==> src/hdl/cire_pkg.sv <==
// Shared types and constants for the square-root process Euler step block.
`default_nettype none
package cire_pkg;

  localparam int FRAC_BITS   = 24;
  localparam int SHIFT       = 2 * FRAC_BITS;
  localparam int ROOT_W      = 32;
  localparam int RAD_W       = 2 * ROOT_W;
  localparam int REM_W       = ROOT_W + 2;
  localparam int NUM_CELLS   = ROOT_W;
  localparam int PA_W        = 65;
  localparam int DRIFT_MAG_W = PA_W + 32;
  localparam int DIFFU_MAG_W = 96;
  localparam int DRIFT_W     = DRIFT_MAG_W + 1 - SHIFT;
  localparam int DIFFU_W     = DIFFU_MAG_W + 1 - SHIFT;
  localparam int SUM_W       = ((DRIFT_W > 33) ? DRIFT_W : 33) + 2;

  localparam logic [1:0] CFG_SPEED  = 2'd0;
  localparam logic [1:0] CFG_MEAN   = 2'd1;
  localparam logic [1:0] CFG_VOL    = 2'd2;
  localparam logic [1:0] CFG_SCHEME = 2'd3;

  localparam logic [1:0] SCH_PARTIAL = 2'd0;
  localparam logic [1:0] SCH_FULL    = 2'd1;
  localparam logic [1:0] SCH_REFLECT = 2'd2;
  localparam logic [1:0] SCH_SPARE   = 2'd3;

  typedef struct packed {
    logic signed [31:0] current_value;
    logic        [31:0] time_step;
    logic signed [31:0] normal_draw;
  } in_t;

  typedef struct packed {
    logic signed [31:0] next_value;
    logic               saturated;
  } out_t;

  typedef struct packed {
    logic [31:0] speed;
    logic [31:0] mean;
    logic [31:0] vol;
    logic [1:0]  scheme;
  } cfg_t;

  typedef struct packed {
    logic [ROOT_W-1:0] root;
    logic [REM_W-1:0]  rem;
    logic [RAD_W-1:0]  rad;
    logic [PA_W-1:0]   pa;
    logic [31:0]       dt;
    logic signed [32:0] base;
    logic              diff_neg;
    logic [31:0]       dw_mag;
    logic              dw_neg;
  } cell_t;

endpackage
`default_nettype wire

==> src/hdl/cire_root_cell.sv <==
// One square-root cell: settles one root bit and passes the item on.
`default_nettype none
module cire_root_cell
  import cire_pkg::*;
(
  input  wire logic  clk,
  input  wire logic  rst_n,
  input  wire logic  en,
  input  wire logic  in_valid,
  input  wire cell_t in_cell,
  output logic       out_valid,
  output cell_t      out_cell
);

  logic  valid_r;
  cell_t cell_r;
  cell_t cell_nxt;
  logic [REM_W-1:0] rem_sh;
  logic [REM_W-1:0] trial;

  always_comb begin
    cell_nxt = in_cell;
    rem_sh   = {in_cell.rem[REM_W-3:0], in_cell.rad[RAD_W-1 -: 2]};
    trial    = {in_cell.root, 2'b01};
    cell_nxt.rad = {in_cell.rad[RAD_W-3:0], 2'b00};
    if (rem_sh >= trial) begin
      cell_nxt.rem  = rem_sh - trial;
      cell_nxt.root = {in_cell.root[ROOT_W-2:0], 1'b1};
    end else begin
      cell_nxt.rem  = rem_sh;
      cell_nxt.root = {in_cell.root[ROOT_W-2:0], 1'b0};
    end
  end

  always_ff @(posedge clk) begin
    if (!rst_n) begin
      valid_r <= 1'b0;
    end else if (en) begin
      valid_r <= in_valid;
    end
  end

  always_ff @(posedge clk) begin
    if (en) begin
      cell_r <= cell_nxt;
    end
  end

  assign out_valid = valid_r;
  assign out_cell  = cell_r;

endmodule
`default_nettype wire

==> config.mk <==
export PLATFORM = sky130hd
export DESIGN_NAME = cire_root_cell
export DESIGN_NICKNAME = d
export VERILOG_FILES = /design/src/hdl/cire_pkg.sv /design/src/hdl/cire_root_cell.sv
export SDC_FILE = /design/constraint.sdc
export NUM_CORES = 1
export LEC_CHECK = 0
export BUFFER_PORTS_ARGS = -buffer_cell sky130_fd_sc_hd__buf_2
export CAP_MARGIN = 25
export CORE_AREA = 2 2 228 230
export CTS_CLUSTER_SIZE = 30
export DETAILED_ROUTE_END_ITERATION = 10
export DIE_AREA = 0 0 230 232
export GPL_TIMING_DRIVEN = 0
export MAX_ROUTING_LAYER = met4
export SYNTH_ARGS = -nofsm -noshare
export SYNTH_HDL_FRONTEND = slang
export SYNTH_SLANG_ARGS = --single-unit
==> constraint.sdc <==
create_clock -name clk -period 4.1 [get_ports clk]
set_input_delay 0.82 -clock clk [delete_from_list [all_inputs] [get_ports clk]]
set_output_delay 0.82 -clock clk [all_outputs]
set_load 0.02 [all_outputs]
After elaboration in Yosys (flattened, before gate mapping)
Cells that the tools add are included.
{"block": "totals", "regBits": 293, "wordCells": 13}
{"block": "op_classes", "addsub": 1, "n_lt_le_gt_ge": 1, "muxes": 1}
{"cell": "$mux W35", "count": 1}
{"cell": "$ge A34 B34 Y1", "count": 1}
{"cell": "$sub A34 B34 Y34", "count": 1}

Longest topological paths before layout
Gate-level depths: netlist of run 1.
{"block": "logic_depth", "word_depth": 2, "ltp_mapped": 13}

Least setup slack after synthesis of run 1
OpenSTA, ideal clock, no wires.
{"block": "synth_timing", "path_kind": "input port to flip-flop", "start": "input in_cell[272] in the netlist's numbering", "end": "register cell_r (netlist bit out_cell[232]), data pin", "setup_time_ns": 0.260, "arrival_time_ns": 3.098, "t_required_ns": 3.840, "path_slack_ns": 0.742, "path_stages": 11, "path_buffers": 2, "cell_sequence": "inv_1 ha_1 clkbuf_1 and3_1 and4_1 nand3_1 o211a_1 or3_1 o211ai_2 buf_6 mux2_2"}
{"item": "from (decl)", "line": "cire_root_cell.sv:10", "text": "input wire cell_t in_cell,"}
{"item": "to (signal assigned)", "line": "cire_root_cell.sv:45", "text": "cell_r <= cell_nxt;"}
{"item": "to (decl)", "line": "cire_root_cell.sv:16", "text": "cell_t cell_r;"}

==> results.ini, run 1 <==
[sta]
rsz0062_at_grt=no
slew_headroom_pct=43.2
period_needed_ps=3700
max_freq_mhz=271
setup_violations=0
hold_violations=0
tightest_slew_ps=844
skew_ps=0
slew_violations=0
fin_crit_sh_pct=90.2

[global_route]
grt-ovfl-total=0
grt_pass1_vias=8373
grt_pass1_wl_um=59800
grt_max_degree=128
antenna_found_initial=23
gr-usage-all-layers_pct=16.2

[clock_tree]
cts_sinks=293
cts_tree=yes
cts.reportedPaths.clkPinSlew_ps=60
numCtsBuffers=36
post_cts.repair.setup_buffers=0
ctsRootBufferMaster=clkbuf_16
hold_buffers=0
cts-resized-gates=0
clkLatencyLatePin_ps=540
htreeDepth=2
cts_buffer_depth=3

[worst_setup_path]
crit_family=compound AO/OA/AOI/OAI gates
r2r_start=out_valid
worst_setup_path_start_kind=input port
cp_slowest_stage_delay_ps=610
worstPathArrival_ps=3980
critical_path_class=input port to flop
end_kind=flop
worstPathMaxFanout=4
path_cells=buf_2, inv_1, ha_1, o21a_1, o21bai_1, a311oi_1, o41ai_2, o221ai_1, o41ai_1, o21ai_0, xnor2_1, a21oi_1
worst-path-buf-inv=2
slowest_stage=o41ai_1
critPathLaunch=in_cell[262]
required_ps=4380

[drt]
drc=0
drt-total-wl_um=44300
num_vias=8247
post_drt_wl_per_cell_um=22.1
drtPass1Iterations=5
postRouteAntennaNets=0
routed_via_density=4.11
drt-initial-drc-count=458

[finish]
design_area_mm2=0.0163
layout_common_cells=buf_2 (590), edfxtp_1 (292), a21oi_1 (51)
layout_commonest_cell=buf_2
multi_input_area_mm2=0.00210
syn2layout_area_growth_pct=46.7
final_layout_size_suffix_gt1_share_pct=51.0
layout.nets=1616
fillers=5155
utilization_pct=32.1
seq_area_mm2=0.00879

[synthesis]
synth-seq-cells=293
netlist_instances=655
ys_seq_area_share_pct=79.0
yosysWarnings=0
postSynthAreaPerCell_um2=17.0
synth_compound_area_share_pct=7.20
syn_area_mm2=0.0111
synth_top_family_by_area=compound AO/OA/AOI/OAI gates
synth_fa_ha_area_share_pct=3.83
synth-simple-area-share_pct=4.59
synth-xor-area-share_pct=2.36
synth.distinct_cells=51
synth_mux_area_share_pct=0.799

[power_and_ir_drop]
p_seq_share_pct=43.3
clkPwrFrac_pct=41.3
power.total_uw=8470
p_comb_share_pct=15.4
power_switching_share_pct=26.4
p_sw_uw=2230
worst_ir_drop_vdd_v=0.000265
powerDensity_mw_per_mm2=519
p_leak_uw=0.00701
p_int_uw=6230

[place]
place_congestion=0.892
numPortBuffers=588
placed_area_mm2=0.0150
hpwl_um=35600

[die]
die_x_um=230
ioPinCount=593
core_mm2=0.0509
die-area_mm2=0.0534
num_rows=83
start_util_pct=21.8
die_h_um=232

[outcome]
status=finished clean

[flow_run]
maxCapViolations=0

[worst_hold_path]
worstHoldPathType=input port to flop
hold_start=in_cell[184]

==> flip-flops by register name, summed over array words and instances (netlist names) <==
name       flops
out_valid      1
out_cell     292
==> synthesized netlist by cell type (all sizes together) <==
cell type / n / area [µm²]
xor2: 13 / 114
nor2: 43 / 161
and2: 5 / 31.3
buf: 8 / 56.3
or2: 1 / 6.26
a21o: 17 / 128
conb: 1 / 3.75
inv: 40 / 150
or3: 2 / 12.5
ha: 34 / 425
a221o: 1 / 10.0
o221ai: 1 / 8.76
nand2: 18 / 67.6
nand3: 11 / 55.1
o21a: 4 / 30.0
a41oi: 2 / 17.5
o41ai: 2 / 25.0
edfxtp: 292 / 8770
a221oi: 3 / 26.3
nor4: 2 / 12.5
nor2b: 7 / 43.8
nand4: 4 / 25.0
o21bai: 6 / 45.0
a21boi: 1 / 7.51
nand2b: 4 / 25.0
o22ai: 1 / 6.26
a311oi: 4 / 47.6
dfxtp: 1 / 20.0
and4: 2 / 17.5
o211ai: 2 / 20.0
o211a: 1 / 10.0
a211oi: 4 / 30.0
a21oi: 51 / 255
xnor2: 17 / 149
a31oi: 4 / 25.0
clkbuf: 8 / 31.3
nor3b: 1 / 7.51
mux2: 7 / 78.8
o2111ai: 1 / 8.76
nor3: 4 / 20.0
mux2i: 1 / 10.0
o21ai: 20 / 100
and3: 4 / 25.0
==> logic make-up after synthesis <==
| logic type | count (synthesis) |
|---|---|
| AO/OA/AOI/OAI | 125 |
| XOR/XNOR | 30 |
| adder cells (fa/ha/maj) | 34 |
| buffers and inverters | 56 |
| flip-flops | 293 |
| multiplexers | 8 |
| other | 1 |
| AND/OR/NAND/NOR | 108 |
==> per-stage QoR <==
step / hold WS (ps) / worst slack [ps] / instances / TNS [ps]
3_3_place_gp: 507 / -2050 / 1924 / -574590
4_1_cts: 396 / 378 / 1991 / 0
6_report: 446 / 403 / 2007 / 0
5_1_grt: 410 / 192 / 2005 / 0
3_5_place_dp: 511 / -185 / 1926 / -185
2_1_floorplan: 589 / 742 / 656 / 0
==> power by group through the flow <==
stage / clock [µW] / combinational [µW] / sequential, µW
floorplan: 0 / 323 / 4070
global placement: 0 / 1300 / 3750
detailed placement: 0 / 1320 / 3730
CTS: 3610 / 1330 / 3670
global route: 3710 / 1390 / 3690
finish: 3500 / 1300 / 3660
==> layer usage <==
| layer | vias up | share of wire (%) | track usage [%] |
|---|---|---|---|
| met4 | 0 | 2.2 | 4.42 |
| met5 | - | 0 | - |
| li1 | 3781 | - | - |
| met3 | 54 | 9.5 | 6.53 |
| met2 | 379 | 51 | 27.7 |
| met1 | 4033 | 37 | 17.4 |
==> final timing paths <==
path         slack (ps)       endpoint  cells past startpoint
max                 400  out_cell[259]                     12
min                 450  out_cell[186]                      1
max reg2reg        3520      out_valid                      2
min reg2reg         520      out_valid                      2
==> final cells by class <==
type	count	share of cell area, %
flip-flops and latches	293	53.9
clock inverters	24	2.29
well taps	680	5.22
clock buffers	41	5.64
repair buffers	590	18.4
inverters	40	0.920
plain buffers	16	0.537
diodes	16	0.245
multi-input cells	307	12.8
No activity file was read; power rests on OpenSTA's default activity.
==> run 2: changes to the inputs <==
--- a/config.mk
+++ b/config.mk
@@ -8,6 +8,7 @@
 export BUFFER_PORTS_ARGS = -buffer_cell sky130_fd_sc_hd__buf_2
 export CAP_MARGIN = 25
 export CORE_AREA = 2 2 228 230
+export CTS_BUF_LIST = sky130_fd_sc_hd__clkbuf_4 sky130_fd_sc_hd__clkbuf_8
 export CTS_CLUSTER_SIZE = 30
 export DETAILED_ROUTE_END_ITERATION = 10
 export DIE_AREA = 0 0 230 232
==> run 2 against run 1 <==
First-iteration DRC count up 1.5%; via count up 1.9%; non-clock buffer count unchanged; sequential cell count unchanged; power down 5.1%; count of clock-buffer cells in the layout up 30; final cell count up 1.5%; sequential share of layout area up 0.46 points; die area unchanged; clock power down 12%; combinational power about the same; routed wire length up 1.1%; highest routed layer unchanged.
==> results.ini, run 2 (synthesized netlist as in run 1, its figures left out) <==
[outcome]
status=finished clean

[worst_setup_path]
end_kind=flop
crit_family=compound AO/OA/AOI/OAI gates
worst_setup_path_start_kind=input port
critical_path_class=input port to flop
slowest_stage=o41ai_1
worstPathArrival_ps=3970  ; about the same
required_ps=4440  ; +60 ps
worstPathMaxFanout=4  ; unchanged
path_cells=buf_2, inv_1, ha_1, o21a_1, o21bai_1, a311oi_1, o41ai_2, o221ai_1, o41ai_1, o21ai_0, xnor2_1, a21oi_1
worst-path-buf-inv=2  ; unchanged
cp_slowest_stage_delay_ps=610  ; about the same

[clock_tree]
hold_buffers=0  ; unchanged
clkLatencyLatePin_ps=640  ; +100 ps
numCtsBuffers=56  ; +56%
cts_tree=yes
cts_sinks=293  ; unchanged
htreeDepth=2  ; unchanged
cts-resized-gates=0  ; unchanged
cts.reportedPaths.clkPinSlew_ps=60  ; about the same
ctsRootBufferMaster=clkbuf_8
post_cts.repair.setup_buffers=0  ; unchanged
cts_buffer_depth=3  ; unchanged

[global_route]
grt_max_degree=128  ; unchanged
grt-ovfl-total=0  ; unchanged
grt_pass1_vias=8531  ; +1.9%
antenna_found_initial=18  ; -22%
gr-usage-all-layers_pct=16.3  ; +0.081 points
grt_pass1_wl_um=60400  ; +1.0%

[finish]
layout_common_cells=buf_2 (590), edfxtp_1 (292), clkbuf_8 (56)
fillers=5206  ; +0.99%
largest_reg_flops=292  ; unchanged
fin_cells=2037  ; +1.5%
layout.nets=1636  ; +1.2%
syn2layout_area_growth_pct=45.5
layout_commonest_cell=buf_2
multi_input_area_mm2=0.00210  ; unchanged
final_layout_size_suffix_gt1_share_pct=52.0  ; +1.0 points
seq_area_mm2=0.00879  ; unchanged

[power_and_ir_drop]
p_leak_uw=0.00700  ; about the same
power.total_uw=8030  ; -5.1%
powerDensity_mw_per_mm2=497  ; -4.3%
worst_ir_drop_vdd_v=0.000230  ; -13%

[sta]
setup_tns_ps=0  ; unchanged
rsz0062_at_grt=no
slew_violations=0  ; unchanged
skew_ps=0  ; unchanged
slew_headroom_pct=43.0  ; -0.21 points
fin_crit_sh_pct=88.5  ; -1.6 points
max_freq_mhz=275  ; +1.8%
setup_violations=0  ; unchanged
hold_violations=0  ; unchanged
tightest_slew_ps=850  ; +6.31 ps
period_needed_ps=3630  ; -67.0 ps

[drt]
postRouteAntennaNets=0  ; unchanged
drt-total-wl_um=44700  ; +1.1%
post_drt_wl_per_cell_um=22.0  ; -0.43%
num_vias=8405  ; +1.9%
drc=0  ; unchanged
drtPass1Iterations=4  ; -1
routed_via_density=4.13  ; +0.41%
drt-initial-drc-count=465  ; +1.5%

[place]
place_congestion=0.892  ; unchanged
hpwl_um=35600  ; unchanged
numPortBuffers=588  ; unchanged
placed_cells=1926  ; unchanged

[die]
start_util_pct=21.8  ; unchanged
die_x_um=230  ; unchanged
ioPinCount=593  ; unchanged
die-area_mm2=0.0534  ; unchanged
die_h_um=232  ; unchanged
core_mm2=0.0509  ; unchanged
num_rows=83  ; unchanged

[worst_hold_path]
worstHoldPathType=input port to flop

[flow_run]
maxCapViolations=0  ; unchanged

-- run 2: changes by cell type in the layout (fill, tap and decap cells not counted), sizes merged --
cell | before | now
diode | 16 | 10
clkbuf | 49 | 79
inv | 42 | 43
bufinv | 9 | 5
clkinvlp | 5 | 2
clkinv | 8 | 20
-- run 2: routing by layer --
metal  vias up  GRT usage (%)  wire, µm
met5         -              -         0
met4         0           4.33      1070
met3        72           5.46      3880
met2       391           27.9     22700
met1      4121           18.2     17000
li1       3821              -         -
-- run 2: path summary, 6_finish.rpt --
check | depth (start not counted) | from | endpoint | slack [ps]
worst max-delay path | 12 | in_cell[262] | out_cell[259] | 470
worst min-delay path | 1 | in_cell[18] | out_cell[18] | 350
worst max register to register | 2 | out_valid | out_valid | 3520
worst min register to register | 2 | out_valid | out_valid | 520
-- run 2: cell type report --
class | count | share of cell area [%]
diodes | 10 | 0.155
well taps | 680 | 5.26
clock inverters | 30 | 1.77
inverters | 40 | 0.928
repair buffers | 590 | 18.6
clock buffers | 71 | 5.46
flip-flops and latches | 293 | 54.3
multi-input cells | 307 | 13.0
plain buffers | 16 | 0.541
-- run 2: where the power goes --
part	internal [µW]	switching, µW
Combinational	440	862
Clock	1740	1330
Sequential	3600	66.6
Total	5780	2260
-- run 2: through the flow --
step	hold slack, ps	setup WS [ps]	cell area [µm²]	util, %
finish	349	470	16200	31.8
global route	282	293	16200	31.8
CTS	275	485	16200	31.7
detailed placement	511	-185	15000	29.4
global placement	507	-2050	14900	29.3
floorplan	589	742	11100	-
-- run 2: worst reg2reg max path, stage by stage (launching register included) --
cell,delay [ps]
dfxtp_1,310
mux2i_1,120
nor2b_1,60
==> run 3: changes to the inputs <==
--- a/config.mk
+++ b/config.mk
@@ -12,8 +12,8 @@
 export CTS_CLUSTER_SIZE = 30
 export DETAILED_ROUTE_END_ITERATION = 10
 export DIE_AREA = 0 0 230 232
-export GPL_TIMING_DRIVEN = 0
 export MAX_ROUTING_LAYER = met4
+export SKIP_CTS_REPAIR_TIMING = 1
 export SYNTH_ARGS = -nofsm -noshare
 export SYNTH_HDL_FRONTEND = slang
 export SYNTH_SLANG_ARGS = --single-unit
==> run 3 against run 2 <==
Cell area decreased by 0.39%; first-iteration DRC count increased by 35%; setup slack improved by 360 ps; sequential power about the same.
==> results.ini, run 3 (synthesized netlist as in run 1, its figures left out) <==
[finish]
layout_common_cells=buf_2 (587), edfxtp_1 (292), clkbuf_8 (52)
layout_commonest_cell=buf_2
fillers=5122  ; -1.6%
layout.nets=1635  ; -0.061%
final_layout_size_suffix_gt1_share_pct=52.2  ; +0.24 points
largest_reg_flops=292  ; unchanged
utilization_pct=31.7  ; -0.13 points
syn2layout_area_growth_pct=44.9

[drt]
routed_via_density=4.16  ; +0.73%
num_vias=8441  ; +0.43%
post_drt_wl_per_cell_um=21.6  ; -1.4%
drc=0  ; unchanged
drtPass1Iterations=5  ; +1
drt-initial-drc-count=628  ; +35%
postRouteAntennaNets=0  ; unchanged
drt-total-wl_um=44000  ; -1.7%

[sta]
max_freq_mhz=306  ; +11%
setup_tns_ps=0  ; unchanged
rsz0062_at_grt=no
setup_violations=0  ; unchanged
period_needed_ps=3270  ; -357 ps
skew_ps=0  ; unchanged
tightest_slew_ps=760  ; -89.5 ps
fin_crit_sh_pct=79.8  ; -8.7 points
slew_headroom_pct=49.3  ; +6.4 points
slew_violations=0  ; unchanged
hold_violations=0  ; unchanged

[outcome]
status=finished clean

[worst_setup_path]
cp_slowest_stage_delay_ps=480  ; -130 ps
cp_common_cell=buf_4
required_ps=4460  ; +20 ps
worstPathMaxFanout=4  ; unchanged
worst_setup_path_start_kind=input port
end_kind=flop
critical_path_class=input port to flop
path_cells=buf_2, inv_1, ha_1, o21a_1, o21bai_1, a311oi_1, buf_4, o41ai_2, o221ai_1, o41ai_1, buf_4, o21ai_0, xnor2_1, a21oi_1
worstPathArrival_ps=3630  ; -340 ps
slowest_stage=o41ai_1

[worst_hold_path]
worstHoldPathType=input port to flop

[power_and_ir_drop]
powerDensity_mw_per_mm2=481  ; -3.3%
worst_ir_drop_vdd_v=0.000213  ; -7.5%
p_leak_uw=0.00697  ; -0.46%

[die]
core_mm2=0.0509  ; unchanged
ioPinCount=593  ; unchanged
num_rows=83  ; unchanged
die-area_mm2=0.0534  ; unchanged
die_x_um=230  ; unchanged
start_util_pct=21.8  ; unchanged
die_h_um=232  ; unchanged

[global_route]
grt_max_degree=120  ; -6.3%
globalRouteMet3Util_pct=5.30  ; -0.16 points
busiest_layer=met2
grt_use_met1_pct=17.8  ; -0.38 points
met2_usage_pct=27.3  ; -0.55 points
grt_pass1_vias=8484  ; -0.55%
grt_pass1_wl_um=59400  ; -1.7%
grt-ovfl-total=0  ; unchanged
gr-usage-all-layers_pct=16.0  ; -0.27 points
antenna_found_initial=17  ; -1

[clock_tree]
cts_buffer_depth=3  ; unchanged
cts_sinks=293  ; unchanged
numCtsBuffers=51  ; -8.9%
ctsRootBufferMaster=clkbuf_8
cts.reportedPaths.clkPinSlew_ps=70  ; about the same
cts_tree=yes
clkLatencyLatePin_ps=620  ; -20 ps
htreeDepth=2  ; unchanged

[place]
hpwl_um=35000  ; -1.5%
numPortBuffers=588  ; unchanged
place_congestion=0.875  ; -1.9%

[flow_run]
maxCapViolations=0  ; unchanged

[run 3: layout make-up]
type	instances	area, µm²	area share (%)
repair buffers	610	3180	19.7
multi-input cells	307	2100	13.1
clock buffers	62	791	4.91
flip-flops and latches	293	8790	54.5
diodes	12	30.0	0.186
clock inverters	27	216	1.34
well taps	680	851	5.28
inverters	40	150	0.932
[run 3: path summary, 6_finish.rpt]
check / startpoint / to / slack, ps / cells after the start
hold reg to reg: out_valid / out_valid / 540 / 2
hold / removal: in_cell[78] / out_cell[78] / 370 / 1
setup / recovery: in_cell[262] / out_cell[259] / 830 / 14
setup reg to reg: out_valid / out_valid / 3500 / 2
[run 3: routing by layer]
metal  vias up  wire, µm
met5         -         0
met4         0       957
met3        66      3580
met2       387     22500
met1      4171     17000
li1       3817         -
[run 3: report_power, final]
group	switching [µW]	internal (µW)
logic	860	464
clock network	1280	1470
registers	73.9	3600
[run 3: critical path: cells and delay by family]
kind / cells / cell delay (ps)
XOR/XNOR: 1 / 150
AO/OA/AOI/OAI: 8 / 1760
adder cells (fa/ha/maj): 1 / 350
buffers and inverters: 4 / 540
[run 3: stage by stage]
| stage | area [µm²] | instances | total power, µW | worst slack [ps] | hold WS (ps) |
|---|---|---|---|---|---|
| 2_1_floorplan | 11100 | 656 | 4390 | 742 | 589 |
| 3_3_place_gp | 15100 | 1930 | 5060 | 235 | 506 |
| 3_5_place_dp | 15100 | 1930 | 5070 | 202 | 530 |
| 4_1_cts | 16100 | 2019 | 7870 | 887 | 293 |
| 5_1_grt | 16100 | 2029 | 8070 | 663 | 312 |
| 6_report | 16100 | 2031 | 7740 | 827 | 366 |
